## config.mk

```make
export PLATFORM = sky130hd
export DESIGN_NAME = ple_cell
export DESIGN_NICKNAME = d
export VERILOG_FILES = /design/src/rtl/ple_pkg.sv /design/src/rtl/ple_cell.sv
export SDC_FILE = /design/constraint.sdc
export NUM_CORES = 1
export LEC_CHECK = 0
export ABC_AREA = 1
export BUFFER_PORTS_ARGS = -buffer_cell sky130_fd_sc_hd__buf_4
export CAP_MARGIN = 15
export CORE_ASPECT_RATIO = 1.4
export CORE_MARGIN = 10
export CORE_UTILIZATION = 37
export CTS_BUF_LIST = sky130_fd_sc_hd__clkbuf_8
export DETAILED_ROUTE_END_ITERATION = 10
export MAX_ROUTING_LAYER = met4
export PLACE_DENSITY = 0.8
export SETUP_SLACK_MARGIN = 0.15
export SLEW_MARGIN = 10
export SYNTH_ARGS = -nofsm -noshare
export SYNTH_HDL_FRONTEND = slang
export SYNTH_SLANG_ARGS = --single-unit
```

## constraint.sdc

```tcl
create_clock -name clk -period 3.1 [get_ports clk]
set_clock_uncertainty 0.1 [all_clocks]
set_input_delay 0.31 -clock clk [delete_from_list [all_inputs] [get_ports clk]]
set_output_delay 0.31 -clock clk [all_outputs]
set_load 0.02 [all_outputs]
```

## src/rtl/ple_pkg.sv

```systemverilog
// Shared types and constants for the positional list engine.
`timescale 1ns / 1ps

package ple_pkg;

    // Default sizing
    localparam int unsigned DEF_CAPACITY   = 64;
    localparam int unsigned DEF_DATA_WIDTH = 32;

    // Fixed field widths of the item ports
    localparam int unsigned FUNC_W   = 2;
    localparam int unsigned POS_W    = 9;
    localparam int unsigned DIN_W    = 32;
    localparam int unsigned STAT_W   = 2;
    localparam int unsigned DOUT_W   = 32;
    localparam int unsigned FIDX_W   = 6;
    localparam int unsigned SIZE_W   = 7;

    // Operation codes carried on func
    typedef enum logic [FUNC_W-1:0] {
        FN_INSERT = 2'd0,
        FN_REMOVE = 2'd1,
        FN_READ   = 2'd2,
        FN_SEARCH = 2'd3
    } func_t;

    // Result status codes
    typedef enum logic [STAT_W-1:0] {
        STAT_OK       = 2'd0,
        STAT_INVALID  = 2'd1,
        STAT_FULL     = 2'd2,
        STAT_NOTFOUND = 2'd3
    } status_t;

    // Command broadcast to every cell
    typedef enum logic [2:0] {
        CELL_HOLD,
        CELL_INSERT,
        CELL_REMOVE,
        CELL_READ,
        CELL_SEARCH
    } cell_op_t;

    // Sequencer states
    typedef enum logic [1:0] {
        ST_IDLE,
        ST_EXEC,
        ST_FIND
    } ctl_state_t;

endpackage

```

## src/rtl/ple_cell.sv

```systemverilog
// One list cell: holds one entry, shifts with its neighbors, compares locally.
`timescale 1ns / 1ps

module ple_cell
    import ple_pkg::*;
#(
    parameter int unsigned DATA_WIDTH = DEF_DATA_WIDTH,
    parameter int unsigned IDX_W      = 6,
    parameter int unsigned CNT_W      = 7,
    parameter int unsigned INDEX      = 0
)
(
    input  logic                  clk,
    input  cell_op_t              op,
    input  logic [IDX_W-1:0]      idx,
    input  logic [CNT_W-1:0]      cnt,
    input  logic [DATA_WIDTH-1:0] value,
    input  logic [DATA_WIDTH-1:0] left_data,
    input  logic [DATA_WIDTH-1:0] right_data,
    output logic [DATA_WIDTH-1:0] data,
    output logic                  match,
    output logic [DATA_WIDTH-1:0] sel_data
);

    localparam logic [IDX_W-1:0] MY_IDX = IDX_W'(INDEX);
    localparam logic [CNT_W-1:0] MY_CNT = CNT_W'(INDEX);

    logic [DATA_WIDTH-1:0] data_reg;
    logic [DATA_WIDTH-1:0] data_next;
    logic                  at_idx;
    logic                  past_idx;
    logic                  occupied;

    assign at_idx   = (idx == MY_IDX);
    assign past_idx = (MY_IDX > idx);
    assign occupied = (MY_CNT < cnt);

    // Shift toward the tail on insert, toward the head on remove
    always_comb
    begin
        data_next = data_reg;
        unique case (op)
            CELL_INSERT:
            begin
                if (past_idx)
                    data_next = left_data;
                else if (at_idx)
                    data_next = value;
            end
            CELL_REMOVE:
            begin
                if (past_idx || at_idx)
                    data_next = right_data;
            end
            CELL_HOLD, CELL_READ, CELL_SEARCH:
            begin
                data_next = data_reg;
            end
            default:
            begin
                data_next = data_reg;
            end
        endcase
    end

    always_ff @(posedge clk)
    begin
        data_reg <= data_next;
    end

    assign data = data_reg;

    // Local compare for search, gated read-out for read and remove
    assign match    = (op == CELL_SEARCH) && occupied && (data_reg == value);
    assign sel_data = ((op == CELL_READ || op == CELL_REMOVE) && at_idx) ?
                      data_reg : '0;

endmodule

```

==> results of run 1 <==
-- critical path: stages, from the launching register on --
cell and delay (ns):
edfxtp_1 0.42, nand2_1 0.09, nand2_1 0.06, nor2_1 0.10, nand2_1 0.06, nor2_1 0.13, nand3_1 0.11, nor2_1 0.11
buf_4 0.15
-- layer usage --
metal	routed length [um]	part of all wire, %	global-route usage, %
met5	0	0	-
met2	3910	52	28.1
met3	554	7.4	4.89
met4	95	1.3	4.19
met1	2910	39	15.8
-- kinds of logic after synthesis --
group	after synthesis	synth area share (%)
and+or+nand+nor	160	28.3
muxes	11	6.47
buffers and inverters	63	11.9
AOI/OAI and AO/OA	23	5.39
xor gates and xnor gates	11	4.37
DFF	32	43.6
-- placed cells by master, fill, tap and decap left out, drive strengths merged --
master,n
a21oi,22
and2,1
nand2,75
clkinv,1
buf,147
edfxtp,32
o21ai,1
inv,57
xor2,1
nand3,4
xnor2,10
nor2,78
mux2,11
nand3b,1
nor3,1
clkbuf,5
-- layout make-up --
cell class / count / share of cell area (%)
clock inverter: 3 / 0.328
inverter: 55 / 6.02
sequential: 32 / 28.0
clock buffer: 5 / 2.01
timing repair buffer: 147 / 32.2
tap: 70 / 2.55
multi-input combinational: 205 / 28.9
-- power groups by stage --
stage	Combinational, mW	Clock [mW]	Sequential, mW
after floorplan	0.0734	0	0.493
after global placement	0.168	0	0.491
after detailed placement	0.173	0	0.491
after CTS	0.174	0.323	0.482
after global routing	0.193	0.338	0.482
final	0.171	0.308	0.482
-- worst min path at each step --
stage,to,slack [ns],depth (start not counted)
after floorplan,data[18],0.43,1
after global placement,data[29],0.51,2
after detailed placement,data[0],0.52,2
after CTS,data[29],0.21,2
after global routing,data[28],0.22,2
final,data[28],0.23,2
==> run summary, run 1 <==
Leak: 1.86 nW
RSZ-0062 raised after global routing: false
Count of final max-slew check failures: 0
Final #Nets: 559
Setup crit end kind: primary output
Sequential fraction of the synthesis area: 43.6%
IO Pins: 178
Root buf cell: clkbuf_8
Worst rel slew slack: 57.2%
GRT Resource Usage Total: 15.7%
Clock share of power: 32.0%
Switching Share: 23.6%
Fmax: 0.518 GHz
Setup Buffers After CTS: 0
VDD IR max: 0.219 mV
Syn Area/Cell: 7.35 sq um
Syn Nets: 413
Largest net degree at the start of global routing: 55
Area of the mapped netlist: 2200 sq um
Initial Utilization: 37.9%
Setup TNS: 0 ns
Seq pwr share: 50.1%
Die area: 9490 sq um
Cell taking the most area after synthesis: edfxtp_1
Placement Cell Area: 3350 sq um
Rows: 33
Crit-path max FO: 3
Clk slew on worst S/H paths: 0.07 ns
Setup crit start: data[7]
Min-delay src: right_data[28]
Buffer depth of the longest clock path: 2
Dpl cells: 509
Synth Register Bits: 32
Max cap viols: 0
DRC viols: 0
Fin cells: 517
Total number of vias: 2360
Remaining global-route overflow: 0
CTS tree: done
Power per cell area: 280 nW/um^2
Gpl congestion: 0.782
Post-synth top cells: nor2_1 (77), nand2_1 (74), inv_1 (54)
Vias/cell: 4.56
Worst setup SP type: register
Post-cts gate resize count: 0
Share of cells above drive strength 1: 37.6%
Synth warnings: 0
Final hold slack: 0.226 ns
First-pass GRT wire length: 11900 um
Logic gate share of total power: 17.8%
Final worst path period need: 1.93 ns
Area grow syn2layout: 55.6%
Multi-input logic area: 992 sq um
Tcrit/Tclk final: 62.2%
Post-synth EDFFs: 32
Post-synth top area share: 43.6%
Total CTS buffers: 5
CTS H-tree lvls: 2
Switching pwr: 0.227 mW
Worst Max-Slew Pin Slew: 0.642 ns
Hold WC Path Type: in -> reg
Port bufs: 145
CP Capture Point: match
Final Instance Area: 3430 sq um
Initial antenna violation count: 0
Final hold vios: 0
Antenna cell count: 0
Core area: 5820 sq um
Core Util, Final: 58.9%
Main synth FF type: edfxtp_1
Die X: 85.2 um
Vias in the first global route: 2500
Max reg flops: 32
Dpl hpwl: 5940 um
Drt first-iter violations: 92
Status: completed
Hold Buf Count CTS: 0
Routed Antenna Nets: 0
Distinct cells, synth: 21
Design Power: 0.960 mW
DP Worst Slack: 1.02 ns
Wire per inst: 14.5 um
Dominant cells by area after synthesis: edfxtp_1 (44%), nor2_1 (13%), nand2_1 (13%)
Pre-Repair DR Iteration Count: 4
WP data required: 2.69 ns
Setup ws final: 1.17 ns
Top-count cell post-synth: nor2_1
Die height: 111 um
CTS sink count: 32
Kind of critical path: reg -> out
Post-Syn Instances: 300
Cell internal pwr: 0.733 mW
Final WL: 7470 um
Filler instances: 543
Seq. cell area: 961 sq um
Final setup fails: 0
CP Data Arrival Time: 1.52 ns
Async SR Flop Fraction: 0%
Power figures use the tool's default switching activity.
==> run 2: changes to the inputs <==
--- a/config.mk
+++ b/config.mk
@@ -10,11 +10,11 @@
 export CAP_MARGIN = 15
 export CORE_ASPECT_RATIO = 1.4
 export CORE_MARGIN = 10
-export CORE_UTILIZATION = 37
+export CORE_UTILIZATION = 41
 export CTS_BUF_LIST = sky130_fd_sc_hd__clkbuf_8
 export DETAILED_ROUTE_END_ITERATION = 10
 export MAX_ROUTING_LAYER = met4
-export PLACE_DENSITY = 0.8
+export PLACE_DENSITY = 0.84
 export SETUP_SLACK_MARGIN = 0.15
 export SLEW_MARGIN = 10
 export SYNTH_ARGS = -nofsm -noshare
==> constraint.sdc (replaced) <==
create_clock -name clk -period 1.8 [get_ports clk]
set_clock_uncertainty 0.1 [all_clocks]
set_input_delay 0.18 -clock clk [delete_from_list [all_inputs] [get_ports clk]]
set_output_delay 0.18 -clock clk [all_outputs]
set_load 0.02 [all_outputs]
==> run 2 against run 1 <==
Flip-flop and latch count unchanged. Largest power group unchanged. Design area up 5.8%. Count of clock-buffer cells in the layout unchanged. Highest routed layer unchanged. Largest cell class unchanged.
==> run summary, run 2 (synthesis results as in run 1) <==
GRT Resource Usage Total: 16.9% (was 15.7%)
Antenna cell count: 0 (unchanged)
Pre-Repair DR Iteration Count: 4 (unchanged)
CP Data Arrival Time: 1.49 ns (was 1.52 ns)
Share of cells above drive strength 1: 43.7% (was 37.6%)
Dpl hpwl: 6230 um (was 5940 um)
IO Pins: 178 (unchanged)
Initial Utilization: 42.4% (was 37.9%)
Setup crit end kind: primary output (unchanged)
Hold Buf Count CTS: 0 (unchanged)
Worst Max-Slew Pin Slew: 0.386 ns (was 0.642 ns)
WP data required: 1.52 ns (was 2.69 ns)
Final #Nets: 574 (was 559)
Tcrit/Tclk final: 98.3%
Count of final max-slew check failures: 0 (unchanged)
CTS tree: done (unchanged)
Port bufs: 145 (unchanged)
Root buf cell: clkbuf_8 (unchanged)
Filler instances: 467 (was 543)
Gpl congestion: 0.828 (was 0.782)
Die X: 82.0 um (was 85.2 um)
Status: completed (unchanged)
Commonest non-fill, non-tap cell in the layout: buf_4 (unchanged)
Vias in the first global route: 2500 (unchanged)
Max reg flops: 32 (unchanged)
First-pass GRT wire length: 11300 um (was 11900 um)
Clk slew on worst S/H paths: 0.07 ns (about the same)
Core Util, Final: 69.8% (was 58.9%)
Max cap viols: 0 (unchanged)
Core area: 5200 sq um (was 5820 sq um)
Largest net degree at the start of global routing: 40 (was 55)
Final WL: 8000 um (was 7470 um)
Final hold vios: 0 (unchanged)
Kind of critical path: reg -> out (unchanged)
Remaining global-route overflow: 0 (unchanged)
CTS sink count: 32 (unchanged)
Area grow syn2layout: 64.6% (was 55.6%)
VDD IR max: 0.414 mV (was 0.219 mV)
Die area: 8750 sq um (was 9490 sq um)
Final worst path period need: 1.77 ns
Buffer depth of the longest clock path: 2 (unchanged)
Rows: 31 (was 33)
CTS H-tree lvls: 2 (unchanged)
Design Power: 1.66 mW (was 0.960 mW)
Leak: 1.93 nW (was 1.86 nW)
Setup crit start: data[11] (was data[7])
DRC viols: 0 (unchanged)
CP Capture Point: match (unchanged)
Fmax: 0.565 GHz
Total number of vias: 2438 (was 2360)
Final setup fails: 0 (unchanged)
Most frequent cells in the layout: buf_4 (154), nand2_1 (74), nor2_1 (65), inv_1 (51), edfxtp_1 (32) (was buf_4 (147), nor2_1 (77), nand2_1 (74), inv_1 (56), edfxtp_1 (32))
Final hold slack: 0.0995 ns (was 0.226 ns)
Wire per inst: 15.2 um (was 14.5 um)
RSZ-0062 raised after global routing: true (was false)
Total CTS buffers: 5 (unchanged)
Dpl cells: 508 (was 509)
Initial antenna violation count: 0 (unchanged)
Die height: 107 um (was 111 um)
Vias/cell: 4.62 (was 4.56)
Worst rel slew slack: 74.3% (was 57.2%)
Routed Antenna Nets: 0 (unchanged)
Crit-path max FO: 3 (unchanged)
Drt first-iter violations: 109 (was 92)
Hold WC Path Type: in -> reg (unchanged)
Power per cell area: 458 nW/um^2 (was 280 nW/um^2)
Fin cells: 528 (was 517)
Worst setup SP type: register (unchanged)
## run 2: changes by cell type in the layout (fill, tap and decap cells not counted), moves of 2 or more
| cell | previous run | this run |
|---|---|---|
| nor2_2 | 1 | 10 |
| nand3_1 | 4 | 2 |
| nor2_4 | 0 | 3 |
| inv_1 | 56 | 51 |
| nor2_1 | 77 | 65 |
| inv_2 | 1 | 5 |
| nand3_2 | 0 | 2 |
| buf_6 | 0 | 5 |
| buf_4 | 147 | 154 |
## run 2: how the worst min path moves through the flow
| stage | end | slack (ns) | start | cells after the start |
|---|---|---|---|---|
| floorplan | data[18] | 0.30 | value[18] | 1 |
| global placement | data[5] | 0.38 | right_data[5] | 2 |
| detailed placement | data[29] | 0.39 | right_data[29] | 2 |
| CTS | data[17] | 0.1 | right_data[17] | 2 |
| global route | data[17] | 0.09 | right_data[17] | 2 |
| finish | data[29] | 0.1 | right_data[29] | 2 |
## run 2: power by group
| part | leakage [nW] | internal (mW) | total [mW] | switching [mW] |
|---|---|---|---|---|
| clock | 0.0482 | 0.258 | 0.519 | 0.262 |
| combinational | 1.59 | 0.184 | 0.312 | 0.128 |
| sequential | 0.291 | 0.827 | 0.830 | 0.00229 |
## run 2: cell type report
type                            instances  area (sq um)  share of cell area (%)
Timing Repair Buffer                  162          1240                    34.3
Tap cell                               66          82.6                    2.28
Clock buffer                            5          68.8                    1.90
Inverter                               55           214                    5.89
Sequential cell                        32           961                    26.5
Multi-Input combinational cell        205          1050                    28.9
Clock inverter                          3          11.3                   0.310
## run 2: what timing repair did
action	CTS	global route
endpoints found under the setup margin	1	33
hold endpoints to repair	0	0
buffers inserted	3	6
resized for setup	2	25
gates cloned	0	3
pin swaps	0	17
## run 2: routing by layer
layer  global-route usage, %  vias up  share of wire [%]
li1                        -     1231                  -
met1                    17.4     1085                 37
met2                    29.9      102                 53
met3                    4.10       20                6.6
met4                    6.10        0                3.0
met5                       -        -                  0
## run 2: stage by stage
stage | TNS (ns) | cell area, sq um | setup WS, ns
6_report | 0 | 3630 | 0.0302
5_1_grt | -0.0946 | 3630 | -0.0946
4_1_cts | 0 | 3500 | 0.0209
3_5_place_dp | 0 | 3390 | 0.216
3_3_place_gp | 0 | 3390 | 0.253
2_1_floorplan | 0 | 2230 | 0.0594
## run 2: worst max-delay path, cell delays in order, from the launching register on
cell and delay [ns]:
edfxtp_1 0.42, nand2_1 0.10, nand2_1 0.05, nor2_1 0.13, nand2_1 0.07, nor2_1 0.11
nand3_2 0.09, nor2_1 0.11, buf_4 0.15
==> run 3: changes to the inputs <==
--- a/config.mk
+++ b/config.mk
@@ -15,6 +15,7 @@
 export DETAILED_ROUTE_END_ITERATION = 10
 export MAX_ROUTING_LAYER = met4
 export PLACE_DENSITY = 0.84
+export RECOVER_POWER = 100
 export SETUP_SLACK_MARGIN = 0.15
 export SLEW_MARGIN = 10
 export SYNTH_ARGS = -nofsm -noshare
==> run 3 against run 2 <==
Cell count unchanged. First-iteration DRC count down 16%. Global-route usage unchanged. Design area is 6.3% lower. Non-clock buffer count unchanged. Flip-flop and latch count unchanged. Count of clock-buffer cells in the layout stayed put. Combinational power shrank 4%. Fmax grew 0.40%.
==> run summary, run 3 (synthesis results as in run 1) <==
Max reg flops: 32 (unchanged)
Vias in the first global route: 2500 (unchanged)
Largest net degree at the start of global routing: 40 (unchanged)
GRT Resource Usage Total: 16.9% (unchanged)
Port bufs: 145 (unchanged)
Total number of vias: 2442 (was 2438)
Power per cell area: 484 nW/um^2 (was 458 nW/um^2)
Setup crit start: data[11] (unchanged)
Tcrit/Tclk final: 97.9% (was 98.3%)
CP Data Arrival Time: 1.48 ns (was 1.49 ns)
Worst setup SP type: register (unchanged)
CP Buf/Inv Count: 1 (unchanged)
Final hold vios: 0 (unchanged)
RSZ-0062 raised after global routing: true (unchanged)
VDD IR max: 0.414 mV (about the same)
Worst path max stage delay: 0.41 ns (was 0.42 ns)
CP Cell Sequence: nand2_1, nand2_1, nor2_1, nand2_1, nor2_1, nand3_2, nor2_1, buf_4 (unchanged)
Die X: 82.0 um (unchanged)
Die height: 107 um (unchanged)
Initial antenna violation count: 0 (unchanged)
Vias/cell: 4.63 (was 4.62)
Wire per inst: 15.2 um (about the same)
WP data required: 1.52 ns (about the same)
Kind of critical path: reg -> out (unchanged)
Die area: 8750 sq um (unchanged)
Hold endpoint: data[24] (was data[29])
Final worst path period need: 1.76 ns (was 1.77 ns)
Final setup fails: 0 (unchanged)
Worst Max-Slew Pin Slew: 0.735 ns (was 0.386 ns)
Worst rel slew slack: 50.9% (was 74.3%)
Antenna cell count: 0 (unchanged)
CTS tree: done (unchanged)
Final #Nets: 574 (unchanged)
Share of cells above drive strength 1: 34.6% (was 43.7%)
Area grow syn2layout: 54.3% (was 64.6%)
Placement Cell Area: 3390 sq um (unchanged)
Commonest non-fill, non-tap cell in the layout: buf_4 (unchanged)
Fmax: 0.567 GHz (was 0.565 GHz)
Clk slew on worst S/H paths: 0.07 ns (about the same)
Design Power: 1.65 mW (was 1.66 mW)
DRC viols: 0 (unchanged)
Leak: 1.74 nW (was 1.93 nW)
Rows: 31 (unchanged)
Count of final max-slew check failures: 0 (unchanged)
CTS sink count: 32 (unchanged)
IO Pins: 178 (unchanged)
Final hold slack: 0.0840 ns (was 0.0995 ns)
Total CTS buffers: 5 (unchanged)
Instance count on the critical path: 8 (unchanged)
Dpl hpwl: 6230 um (unchanged)
Remaining global-route overflow: 0 (unchanged)
Core area: 5200 sq um (unchanged)
Final Instance Area: 3400 sq um (was 3630 sq um)
Min-delay src: right_data[24] (was right_data[29])
Slowest CP cell: edfxtp_1 (unchanged)
Crit-path max FO: 3 (unchanged)
Initial Utilization: 42.4% (unchanged)
First-pass GRT wire length: 11300 um (unchanged)
Routed Antenna Nets: 0 (unchanged)
Worst hold path stage count: 2 (unchanged)
Most frequent cells in the layout: buf_4 (93), nand2_1 (75), nor2_1 (65), inv_1 (51), clkbuf_1 (36) (was buf_4 (154), nand2_1 (74), nor2_1 (65), inv_1 (51), edfxtp_1 (32))
Hold WC Path Type: in -> reg (unchanged)
Max cap viols: 0 (unchanged)
Setup TNS: 0 ns (unchanged)
Root buf cell: clkbuf_8 (unchanged)
Buffer depth of the longest clock path: 2 (unchanged)
Setup crit end kind: primary output (unchanged)
CTS H-tree lvls: 2 (unchanged)
Filler instances: 511 (was 467)
Core Util, Final: 65.4% (was 69.8%)
Pre-Repair DR Iteration Count: 4 (unchanged)
Final WL: 8040 um (was 8000 um)
Status: completed (unchanged)
Drt first-iter violations: 92 (was 109)
Gpl congestion: 0.828 (unchanged)
Hold Buf Count CTS: 0 (unchanged)
Top Family by Delay on Critical Path: simple AND/OR/NAND/NOR gates (unchanged)
run 3: cell type report:
cell class	instances	area [sq um]	area share [%]
inverter	55	214	6.29
tap	66	82.6	2.43
sequential	32	961	28.3
timing repair buffer	162	1040	30.6
multi-input combinational	205	1020	30.0
clock buffer	5	68.8	2.02
clock inverter	3	11.3	0.331
run 3: routing by layer:
layer	part of all wire, %	wire length (um)	vias up	GRT usage [%]
met2	53	4270	104	29.9
met5	0	0	-	-
met1	38	3070	1089	17.4
li1	-	-	1231	-
met3	5.8	468	18	4.10
met4	2.9	230	0	6.10
run 3: worst max-delay path by stage:
stage,end,slack [ns]
global placement,data[22],0.25
CTS,match,0.02
floorplan,data[0],0.06
detailed placement,sel_data[4],0.22
finish,match,0.04
global route,match,-0.09
run 3: power by group:
group          internal, mW  switching (mW)
clock network         0.258           0.261
logic                 0.173           0.126
registers             0.827         0.00221
total                  1.26           0.389
run 3: stage by stage:
step,cells,setup WS (ns)
floorplan,300,0.0594
global placement,508,0.253
detailed placement,508,0.216
CTS,519,0.0209
global route,528,-0.0936
finish,528,0.0372
run 3: repair_timing:
| item | CTS | global route |
|---|---|---|
| resized for setup | 2 | 25 |
| setup buffers | 3 | 6 |
| pin swaps | 0 | 17 |
| setup endpoints to repair | 1 | 33 |
| gates cloned | 0 | 3 |
